[config.mk]
export PLATFORM = sky130hd
export DESIGN_NAME = dominant_pole_two_means_select
export DESIGN_NICKNAME = d
export VERILOG_FILES = /design/src/rtl/dpts_pkg.sv /design/src/rtl/dominant_pole_two_means_select.sv /design/src/rtl/dpts_ram.sv /design/src/rtl/dpts_div.sv /design/src/rtl/dpts_datapath.sv /design/src/rtl/dpts_ctrl.sv
export SDC_FILE = /design/constraint.sdc
export NUM_CORES = 2
export LEC_CHECK = 0
export BUFFER_PORTS_ARGS = -buffer_cell sky130_fd_sc_hd__buf_4
export CELL_PAD_IN_SITES_DETAIL_PLACEMENT = 1
export CELL_PAD_IN_SITES_GLOBAL_PLACEMENT = 1
export CORE_ASPECT_RATIO = 1.5
export CORE_MARGIN = 5
export CORE_UTILIZATION = 40
export CTS_CLUSTER_DIAMETER = 200
export DETAILED_ROUTE_END_ITERATION = 6
export PLACE_DENSITY = 0.63
export SLEW_MARGIN = 30
export SYNTH_ARGS = -nofsm -noshare
export SYNTH_HDL_FRONTEND = slang
export SYNTH_HIERARCHICAL = 1
export SYNTH_SLANG_ARGS = --single-unit
[constraint.sdc]
create_clock -name clk -period 13.3 [get_ports clk]
set_clock_uncertainty 0.15 [all_clocks]
set_input_delay 0.665 -clock clk [delete_from_list [all_inputs] [get_ports clk]]
set_output_delay 0.665 -clock clk [all_outputs]
set_load 0.01 [all_outputs]
[src/rtl/dpts_pkg.sv]
// shared types and constants for the dominant pole two-means selector
// depends on nothing
package dpts_pkg;

  localparam int MaxPoles = 32;
  localparam int Iterations = 10;
  localparam int IdxW = 5;
  localparam int CntW = 6;
  localparam int TauW = 48;
  localparam int ItW = 4;
  localparam logic [TauW-1:0] TauMax = {TauW{1'b1}};

  typedef struct packed {
    logic signed [31:0] pole_real;
    logic               last_pole;
  } in_item_t;

  typedef struct packed {
    logic [4:0]  pole_index;
    logic        index_valid;
    logic        last_result;
    logic [5:0]  dom_count;
    logic [47:0] cluster_time_constant;
    logic [47:0] fastest_time_constant;
    logic [47:0] tau_ratio;
    logic        degenerate;
    logic        too_many;
  } out_item_t;

  // datapath commands
  typedef struct packed {
    logic div_start;   // start divider with operands chosen by div_op
    logic store_tau;   // write divider result to store at pole_count
    logic store_inf;   // write an infinite entry
    logic seed;        // load centroids from range
    logic clr_acc;     // clear the sums
    logic acc;         // accumulate read data
    logic mean_sel;    // 0: cluster 1, 1: cluster 2 for the mean division
    logic load_c;      // load centroid from divider
    logic emit_idx;    // test read entry and emit if dominant
    logic emit_sum;    // emit summary
    logic clear_set;
  } cmd_t;

  typedef struct packed {
    logic div_done;
    logic degen;
    logic n1_zero;
    logic n2_zero;
    logic ratio_sat;
  } stat_t;

  typedef enum logic [1:0] {
    DivRecip = 2'd0,
    DivMean  = 2'd1,
    DivRatio = 2'd2
  } div_op_e;

endpackage

[src/rtl/dominant_pole_two_means_select.sv]
// top level of the dominant pole two-means selector
// depends on dpts_pkg, dpts_ctrl, dpts_datapath
//
// usage: drive item and raise start; the pole is taken at an edge where
// start is high and busy low. each pole's time constant is a 64 step
// shift-subtract division, and busy stays high until it is stored; a zero
// real part stores an infinite entry without a division, and a pole
// beyond capacity not marked last leaves busy low, so one is taken per cycle.
// after the pole marked last_pole the block clusters: each of the ten
// rounds reads every stored entry and runs up to two divisions for the
// means (none for an empty cluster), then a scan of every entry emits
// dominant indices, and a division gives the ratio before the summary.
// a range with no spread goes from the check straight to the summary.
// results appear for one cycle each with strobe high; the receiver
// cannot stall them, and each one is a transfer on that edge.
// reset clears the pole count, overflow flag, range and centroids; the
// time constant store is not cleared and needs no clearing pass.
module dominant_pole_two_means_select (
  input  logic                clk,
  input  logic                rst,
  input  logic                start,
  input  dpts_pkg::in_item_t  item,
  output logic                busy,
  output logic                strobe,
  output dpts_pkg::out_item_t result
);
  import dpts_pkg::*;

  cmd_t      cmd;
  stat_t     stat;
  div_op_e   div_op;
  logic [31:0] mag;
  logic [4:0]  addr, out_idx;
  logic [5:0]  nd_count;
  logic        overflow, is_dom;

  dpts_ctrl u_ctrl (
    .clk(clk), .rst(rst), .start(start), .in_item(item), .stat(stat),
    .is_dom(is_dom), .busy(busy), .cmd(cmd), .div_op(div_op), .mag(mag),
    .addr(addr), .out_idx(out_idx), .nd_count(nd_count), .overflow(overflow),
    .strobe(strobe)
  );

  dpts_datapath u_dp (
    .clk(clk), .rst(rst), .cmd(cmd), .div_op(div_op), .mag(mag),
    .addr(addr), .out_idx(out_idx), .nd_count(nd_count), .overflow(overflow),
    .stat(stat), .is_dom(is_dom), .result(result)
  );

  // a summary is never followed by another result without a new pole
  a_sum_then_idle: assert property (@(posedge clk) disable iff (rst)
    strobe && result.last_result |=> !strobe)
    else $error("result after summary");

  // index items and summary items are exclusive
  a_kind: assert property (@(posedge clk) disable iff (rst)
    strobe |-> (result.index_valid != result.last_result))
    else $error("bad result kind");

  // degenerate summaries select nothing
  a_degen: assert property (@(posedge clk) disable iff (rst)
    strobe && result.degenerate |-> result.dom_count == 6'd0)
    else $error("degenerate with selection");
endmodule

[src/rtl/dpts_ram.sv]
// generic single port ram with registered read
// depends on nothing
module dpts_ram #(
  parameter int Width = 8,
  parameter int Depth = 16
) (
  input  logic                     clk,
  input  logic                     we,
  input  logic [$clog2(Depth)-1:0] addr,
  input  logic [Width-1:0]         wdata,
  output logic [Width-1:0]         rdata
);
  logic [Width-1:0] mem [Depth];
  always_ff @(posedge clk) begin
    if (we) mem[addr] <= wdata;
    rdata <= mem[addr];
  end
endmodule

[src/rtl/dpts_div.sv]
// 64 by 48 bit restoring divider, one quotient bit per cycle
// depends on dpts_pkg
module dpts_div (
  input  logic        clk,
  input  logic        rst,
  input  logic        start,
  input  logic [63:0] num,
  input  logic [47:0] den,
  output logic        done,
  output logic [63:0] quo
);
  import dpts_pkg::*;
  logic [48:0] rem;
  logic [63:0] q;
  logic [47:0] d;
  logic [6:0]  cnt;
  logic        busy;
  logic [48:0] trial;
  logic [48:0] shifted;

  assign shifted = {rem[47:0], q[63]};
  assign trial   = shifted - {1'b0, d};
  assign quo     = q;

  always_ff @(posedge clk) begin
    if (rst) begin
      busy <= 1'b0;
      done <= 1'b0;
      cnt  <= '0;
    end else begin
      done <= 1'b0;
      if (start) begin
        busy <= 1'b1;
        cnt  <= 7'd64;
        rem  <= '0;
        q    <= num;
        d    <= den;
      end else if (busy) begin
        if (!trial[48]) begin
          rem <= trial;
          q   <= {q[62:0], 1'b1};
        end else begin
          rem <= shifted;
          q   <= {q[62:0], 1'b0};
        end
        cnt <= cnt - 7'd1;
        if (cnt == 7'd1) begin
          busy <= 1'b0;
          done <= 1'b1;
        end
      end
    end
  end
endmodule

[src/rtl/dpts_datapath.sv]
// store, range tracking, cluster sums and divider of the selector
// depends on dpts_pkg, dpts_ram, dpts_div
module dpts_datapath (
  input  logic                clk,
  input  logic                rst,
  input  dpts_pkg::cmd_t      cmd,
  input  dpts_pkg::div_op_e   div_op,
  input  logic [31:0]         mag,
  input  logic [4:0]          addr,
  input  logic [4:0]          out_idx,
  input  logic [5:0]          nd_count,
  input  logic                overflow,
  output dpts_pkg::stat_t     stat,
  output logic                is_dom,
  output dpts_pkg::out_item_t result
);
  import dpts_pkg::*;

  logic [TauW-1:0] range_min, range_max, c1, c2;
  logic [TauW+5:0] s1, s2;
  logic [CntW-1:0] n1, n2;
  logic [TauW:0]   rdata;
  logic            we;
  logic [TauW:0]   wdata;
  logic [63:0]     num;
  logic [47:0]     den;
  logic            div_done;
  logic [63:0]     quo;
  logic [TauW-1:0] tau_new, span, t;
  logic            fin;
  logic [TauW-1:0] d1, d2;
  logic [TauW:0]   csum;
  logic [TauW-1:0] hi;
  out_item_t       result_next;

  assign tau_new = quo[TauW-1:0];
  assign we      = cmd.store_tau | cmd.store_inf;
  assign wdata   = cmd.store_tau ? {1'b1, tau_new} : '0;

  dpts_ram #(.Width(TauW + 1), .Depth(MaxPoles)) u_ram (
    .clk(clk), .we(we), .addr(addr), .wdata(wdata), .rdata(rdata)
  );

  always_comb begin
    num = '0;
    den = '0;
    case (div_op)
      DivRecip: begin
        num = 64'h1_0000_0000;
        den = {16'd0, mag};
      end
      DivMean: begin
        num = cmd.mean_sel ? {10'd0, s2} : {10'd0, s1};
        den = cmd.mean_sel ? {42'd0, n2} : {42'd0, n1};
      end
      DivRatio: begin
        num = {hi, 16'd0};
        den = range_min;
      end
      default: ;
    endcase
  end

  dpts_div u_div (
    .clk(clk), .rst(rst), .start(cmd.div_start), .num(num), .den(den),
    .done(div_done), .quo(quo)
  );

  assign span = range_max - range_min;
  assign t    = rdata[TauW-1:0];
  assign fin  = rdata[TauW];
  assign d1   = (t > c1) ? t - c1 : c1 - t;
  assign d2   = (t > c2) ? t - c2 : c2 - t;
  assign csum = {1'b0, c1} + {1'b0, c2};
  assign hi   = (c1 > c2) ? c1 : c2;
  assign is_dom = fin && ({t, 1'b0} > csum);

  assign stat.div_done  = div_done;
  assign stat.degen     = range_max <= range_min;
  assign stat.n1_zero   = n1 == '0;
  assign stat.n2_zero   = n2 == '0;
  assign stat.ratio_sat = hi[TauW-1:32] != '0;

  always_ff @(posedge clk) begin
    if (rst) begin
      range_min <= TauMax;
      range_max <= '0;
      c1 <= '0;
      c2 <= '0;
      s1 <= '0;
      s2 <= '0;
      n1 <= '0;
      n2 <= '0;
    end else begin
      if (cmd.store_tau) begin
        if (tau_new < range_min) range_min <= tau_new;
        if (tau_new > range_max) range_max <= tau_new;
      end
      if (cmd.seed) begin
        c1 <= range_min + (span >> 2);
        c2 <= range_min + TauW'(({2'b0, span} * 50'd3) >> 2);
      end
      if (cmd.clr_acc) begin
        s1 <= '0; s2 <= '0; n1 <= '0; n2 <= '0;
      end else if (cmd.acc && fin) begin
        if (d1 < d2) begin
          s1 <= s1 + {6'd0, t};
          n1 <= n1 + 6'd1;
        end else begin
          s2 <= s2 + {6'd0, t};
          n2 <= n2 + 6'd1;
        end
      end
      if (cmd.load_c) begin
        if (cmd.mean_sel) c2 <= tau_new;
        else              c1 <= tau_new;
      end
      if (cmd.clear_set) begin
        range_min <= TauMax;
        range_max <= '0;
      end
    end
  end

  // result register
  always_comb begin
    result_next = '0;
    if (cmd.emit_idx) begin
      result_next.pole_index  = out_idx;
      result_next.index_valid = 1'b1;
    end else if (cmd.emit_sum) begin
      result_next.last_result = 1'b1;
      result_next.too_many    = overflow;
      if (stat.degen) begin
        result_next.degenerate = 1'b1;
      end else begin
        result_next.dom_count             = nd_count;
        result_next.cluster_time_constant = hi;
        result_next.fastest_time_constant = range_min;
        result_next.tau_ratio             = (stat.ratio_sat || quo[63:TauW] != '0)
                                            ? TauMax : quo[TauW-1:0];
      end
    end
  end

  always_ff @(posedge clk) begin
    result <= result_next;
  end
endmodule

[src/rtl/dpts_ctrl.sv]
// controller sequencing load, clustering, emission and summary
// depends on dpts_pkg
module dpts_ctrl (
  input  logic               clk,
  input  logic               rst,
  input  logic               start,
  input  dpts_pkg::in_item_t in_item,
  input  dpts_pkg::stat_t    stat,
  input  logic               is_dom,
  output logic               busy,
  output dpts_pkg::cmd_t     cmd,
  output dpts_pkg::div_op_e  div_op,
  output logic [31:0]        mag,
  output logic [4:0]         addr,
  output logic [4:0]         out_idx,
  output logic [5:0]         nd_count,
  output logic               overflow,
  output logic               strobe
);
  import dpts_pkg::*;

  typedef enum logic [3:0] {
    Idle, RecipWait, Check, SeedSt, ScanRd, ScanAcc, Mean1, Mean2,
    EmitRd, EmitTest, RatioWait, Summary
  } state_t;

  state_t          state;
  logic [CntW-1:0] pole_count;
  logic [CntW-1:0] scan;
  logic [ItW-1:0]  iter;
  logic            last_seen;
  logic            mean_wait;
  logic [31:0]     raw;

  assign busy    = state != Idle;
  assign raw     = in_item.pole_real;
  assign out_idx = scan[IdxW-1:0];

  always_comb begin
    cmd    = '0;
    div_op = DivRecip;
    addr   = scan[IdxW-1:0];
    case (state)
      Idle: addr = pole_count[IdxW-1:0];
      RecipWait: begin
        addr = pole_count[IdxW-1:0];
        if (!mean_wait) begin
          if (mag != '0) cmd.div_start = 1'b1;
          else           cmd.store_inf = 1'b1;
        end
        cmd.store_tau = stat.div_done;
      end
      SeedSt: begin
        cmd.seed = 1'b1;
        cmd.clr_acc = 1'b1;
      end
      ScanAcc: cmd.acc = 1'b1;
      Mean1: begin
        div_op = DivMean;
        cmd.div_start = !mean_wait && !stat.n1_zero;
        cmd.load_c = stat.div_done;
      end
      Mean2: begin
        div_op = DivMean;
        cmd.mean_sel = 1'b1;
        cmd.div_start = !mean_wait && !stat.n2_zero;
        cmd.load_c = stat.div_done;
        // sums restart for the next round
        cmd.clr_acc = stat.div_done || (!mean_wait && stat.n2_zero);
      end
      EmitTest: cmd.emit_idx = is_dom;
      RatioWait: begin
        div_op = DivRatio;
        cmd.div_start = !mean_wait;
      end
      Summary: begin
        div_op = DivRatio;
        cmd.emit_sum = 1'b1;
        cmd.clear_set = 1'b1;
      end
      default: ;
    endcase
  end

  // magnitude of the incoming raw value, held for the reciprocal
  always_ff @(posedge clk) begin
    if (state == Idle && start) mag <= raw[31] ? 32'(-raw) : raw;
  end

  always_ff @(posedge clk) begin
    if (rst) begin
      state      <= Idle;
      pole_count <= '0;
      overflow   <= 1'b0;
      last_seen  <= 1'b0;
      scan       <= '0;
      iter       <= '0;
      mean_wait  <= 1'b0;
      nd_count   <= '0;
      strobe     <= 1'b0;
    end else begin
      strobe <= 1'b0;
      case (state)
        Idle: begin
          if (start) begin
            last_seen <= in_item.last_pole;
            if (pole_count == CntW'(MaxPoles)) begin
              overflow <= 1'b1;
              state <= in_item.last_pole ? Check : Idle;
            end else begin
              // magnitude is registered: decide zero in the next cycle
              state <= RecipWait;
              mean_wait <= 1'b0;
            end
          end
        end
        RecipWait: begin
          if (stat.div_done || (!mean_wait && mag == '0)) begin
            pole_count <= pole_count + 6'd1;
            mean_wait <= 1'b0;
            state <= last_seen ? Check : Idle;
          end else begin
            mean_wait <= 1'b1;
          end
        end
        Check: begin
          iter <= '0;
          nd_count <= '0;
          state <= stat.degen ? Summary : SeedSt;
        end
        SeedSt: begin
          scan <= '0;
          state <= ScanRd;
        end
        ScanRd: state <= ScanAcc;
        ScanAcc: begin
          if (scan + 6'd1 == pole_count) begin
            mean_wait <= 1'b0;
            state <= Mean1;
          end else begin
            scan <= scan + 6'd1;
            state <= ScanRd;
          end
        end
        Mean1: begin
          if (stat.div_done || (!mean_wait && stat.n1_zero)) begin
            mean_wait <= 1'b0;
            state <= Mean2;
          end else begin
            mean_wait <= 1'b1;
          end
        end
        Mean2: begin
          if (stat.div_done || (!mean_wait && stat.n2_zero)) begin
            mean_wait <= 1'b0;
            scan <= '0;
            if (iter == ItW'(Iterations - 1)) begin
              state <= EmitRd;
            end else begin
              iter <= iter + 4'd1;
              state <= ScanRd;
            end
          end else begin
            mean_wait <= 1'b1;
          end
        end
        EmitRd: state <= EmitTest;
        EmitTest: begin
          if (is_dom) begin
            strobe <= 1'b1;
            nd_count <= nd_count + 6'd1;
          end
          if (scan + 6'd1 == pole_count) begin
            mean_wait <= 1'b0;
            state <= RatioWait;
          end else begin
            scan <= scan + 6'd1;
            state <= EmitRd;
          end
        end
        RatioWait: begin
          mean_wait <= 1'b1;
          if (stat.div_done) state <= Summary;
        end
        Summary: begin
          strobe <= 1'b1;
          pole_count <= '0;
          overflow <= 1'b0;
          state <= Idle;
        end
        default: state <= Idle;
      endcase
    end
  end
endmodule
==> key figures <==
Placement
  • # port buffers: 196
  • Place WS: 3.66 ns
  • Detailed placement HPWL: 366000 um
  • Gp weighted congestion: 0.978

Setup path
  • Worst setup EP type: flip-flop
  • Worst Path Max Fanout: 38
  • Kind of critical path: flip-flop to flip-flop
  • CP startpoint: u_dp/u_ram/rdata[0]$_DFF_P_
  • R2R cell count: 31
  • Max incr delay on CP: 0.67 ns
  • R2r startpoint: u_dp/u_ram/rdata[0]$_DFF_P_
  • CP required: 13.94 ns
  • CP Launch Type: flip-flop
  • WP data arrival: 10.35 ns
  • Most used cell, CP: inv_1
  • Crit path max-delay cell type: o311a_4

Timing
  • Max transition margin: 26.6%
  • Fin crit share: 73.0%
  • RSZ-0062 raised after global routing: no
  • Worst slew pin tran: 1.07 ns
  • Peak Freq: 103 MHz
  • Final min period: 9.71 ns
  • Setup WS post-layout: 3.59 ns
  • Fin. Hold Viols: 0
  • Max-slew violations: 0
  • Hold Slack: 0.0748 ns
  • Setup TNS: 0 ns
  • Final setup fails: 0

Synthesis
  • Post-Syn Area: 0.125 mm^2
  • Mapped Cells: 11100
  • Syn avg cell area: 11.3 um^2
  • Yosys warnings: 6
  • Synthesized Nets: 11900

Clock network
  • Clock insertion delay at the later pin of the skew report: 0.95 ns
  • H-tree depth: 4
  • CTS resizes: 0
  • TritonCTS clock tree: done
  • Clock slew at reported path FFs: 0.06 ns
  • Root Driver: clkbuf_16
  • Clk sinks: 2319
  • Clock buffer depth: 4
  • Total CTS buffers: 232

Floorplanning
  • I/O pin count: 197
  • Die ar.: 0.324 mm^2
  • Die width: 466 um
  • Area of the core: 0.311 mm^2
  • Row count: 251
  • Die extent in y: 694 um
  • Initial Utilization: 40.1%

Min path
  • Hold depth: 3
  • Hold WC Path Type: input port to flip-flop
  • Min-delay src: item[2]

Final layout
  • Layout cells sized above 1: 9.51%
  • Synthesis-to-finish area growth: 12.2%
  • Commonest cells after routing, fill and taps aside: edfxtp_1, mux2i_1, nor2_1, ha_1, a21oi_1
  • Most common cell after layout, fill and taps aside: edfxtp_1
  • # nets final: 12100

Global route
  • Gr usage total: 30.5%
  • Vias in the first global route: 98300
  • Pin count of the biggest net entering global routing: 113
  • Gr ovfl total: 0
  • Initial antenna violation count: 53
  • Global-route wire length before repair: 713000 um

Pwr
  • Power consumption: 0.0163 W
  • Power per cell area: 116 mW/mm^2
  • Peak supply drop: 0.130 mV
  • Leakage: 52.7 nW

Route
  • Drt drc: 0
  • Iteration-0 DRC Markers: 6857
  • Detailed Route WL: 511000 um
  • Initial DRT Pass Iterations: 6
  • Avg WL per Cell: 32.7 um
  • Post-route ant nets: 0
  • Routed vias/inst: 6.01
  • Vias: 93900

Job
  • MaxCap Viol Count: 0

Outcome
  • Status: complete, no violations
==> path summary, 6_finish.rpt <==
path	endpoint	slack, ns
setup / recovery	u_dp/s2[51]$_SDFFE_PP0P_	3.59
hold / removal	u_ctrl/mag[3]$_DFFE_PP_	0.07
setup reg to reg	u_dp/s2[51]$_SDFFE_PP0P_	3.59
hold reg to reg	u_dp/s1[3]$_SDFFE_PP0P_	0.33
==> stage by stage <==
step	cell area, um^2	util (%)	cells
finish	140000	45.0	15600
CTS	140000	44.9	15600
floorplan	125000	-	11100
global route	140000	45.0	15600
detailed placement	132000	42.4	15100
global placement	132000	42.3	15100
==> power by group <==
group,leakage (nW),total [W],internal (W),switching [W]
sequential,20.3,0.00791,0.00783,0.0000847
clock,3.68,0.00668,0.00374,0.00294
combinational,28.6,0.00166,0.000609,0.00105
==> flip-flops by register name, summed over array words and instances (netlist names), 7 cells and up <==
signal            count
u_dp/u_ram/mem     1568
u_dp/result         159
u_dp/u_div/quo       64
u_dp/s1              54
u_dp/s2              54
u_dp/u_ram/rdata     49
u_dp/c1              48
u_dp/c2              48
u_dp/range_max       48
u_dp/range_min       48
u_dp/u_div/d         48
u_dp/u_div/rem       48
u_ctrl/mag           32
u_dp/u_div/cnt        7
==> final cells by class <==
cell class / instances / area, um^2
sequential: 2319 / 64000
fill: 33000 / 171000
tap: 4174 / 5220
inverter: 481 / 1810
clock buffer: 295 / 6270
antenna: 35 / 87.6
clock inverter: 128 / 1270
multi-input combinational: 7717 / 57300
timing repair buffer: 495 / 4100
==> metal layers <==
metal	up-vias	track usage, %	routed length, um
met1	47800	32.0	180000
met2	2995	55.4	263000
met5	-	0	121
met3	1243	4.11	24200
met4	18	22.3	44100
li1	41900	-	-
==> what timing repair did <==
item	4_1_cts	5_1_grt
buffers inserted	0	0
hold buffers	35	0
hold endpoints to repair	33	0
==> worst max-delay path, delay by kind of cell (launching register included) <==
family                     cells  cell delay [ns]
and+or+nand+nor                8             2.58
adders and majority gates      3             0.90
xor gates and xnor gates       1             0.16
AOI/OAI and AO/OA             13             3.89
DFF                            1             0.39
muxes                          1             0.39
buffers and inverters          5             1.03
(Power assumes the default switching activity.)
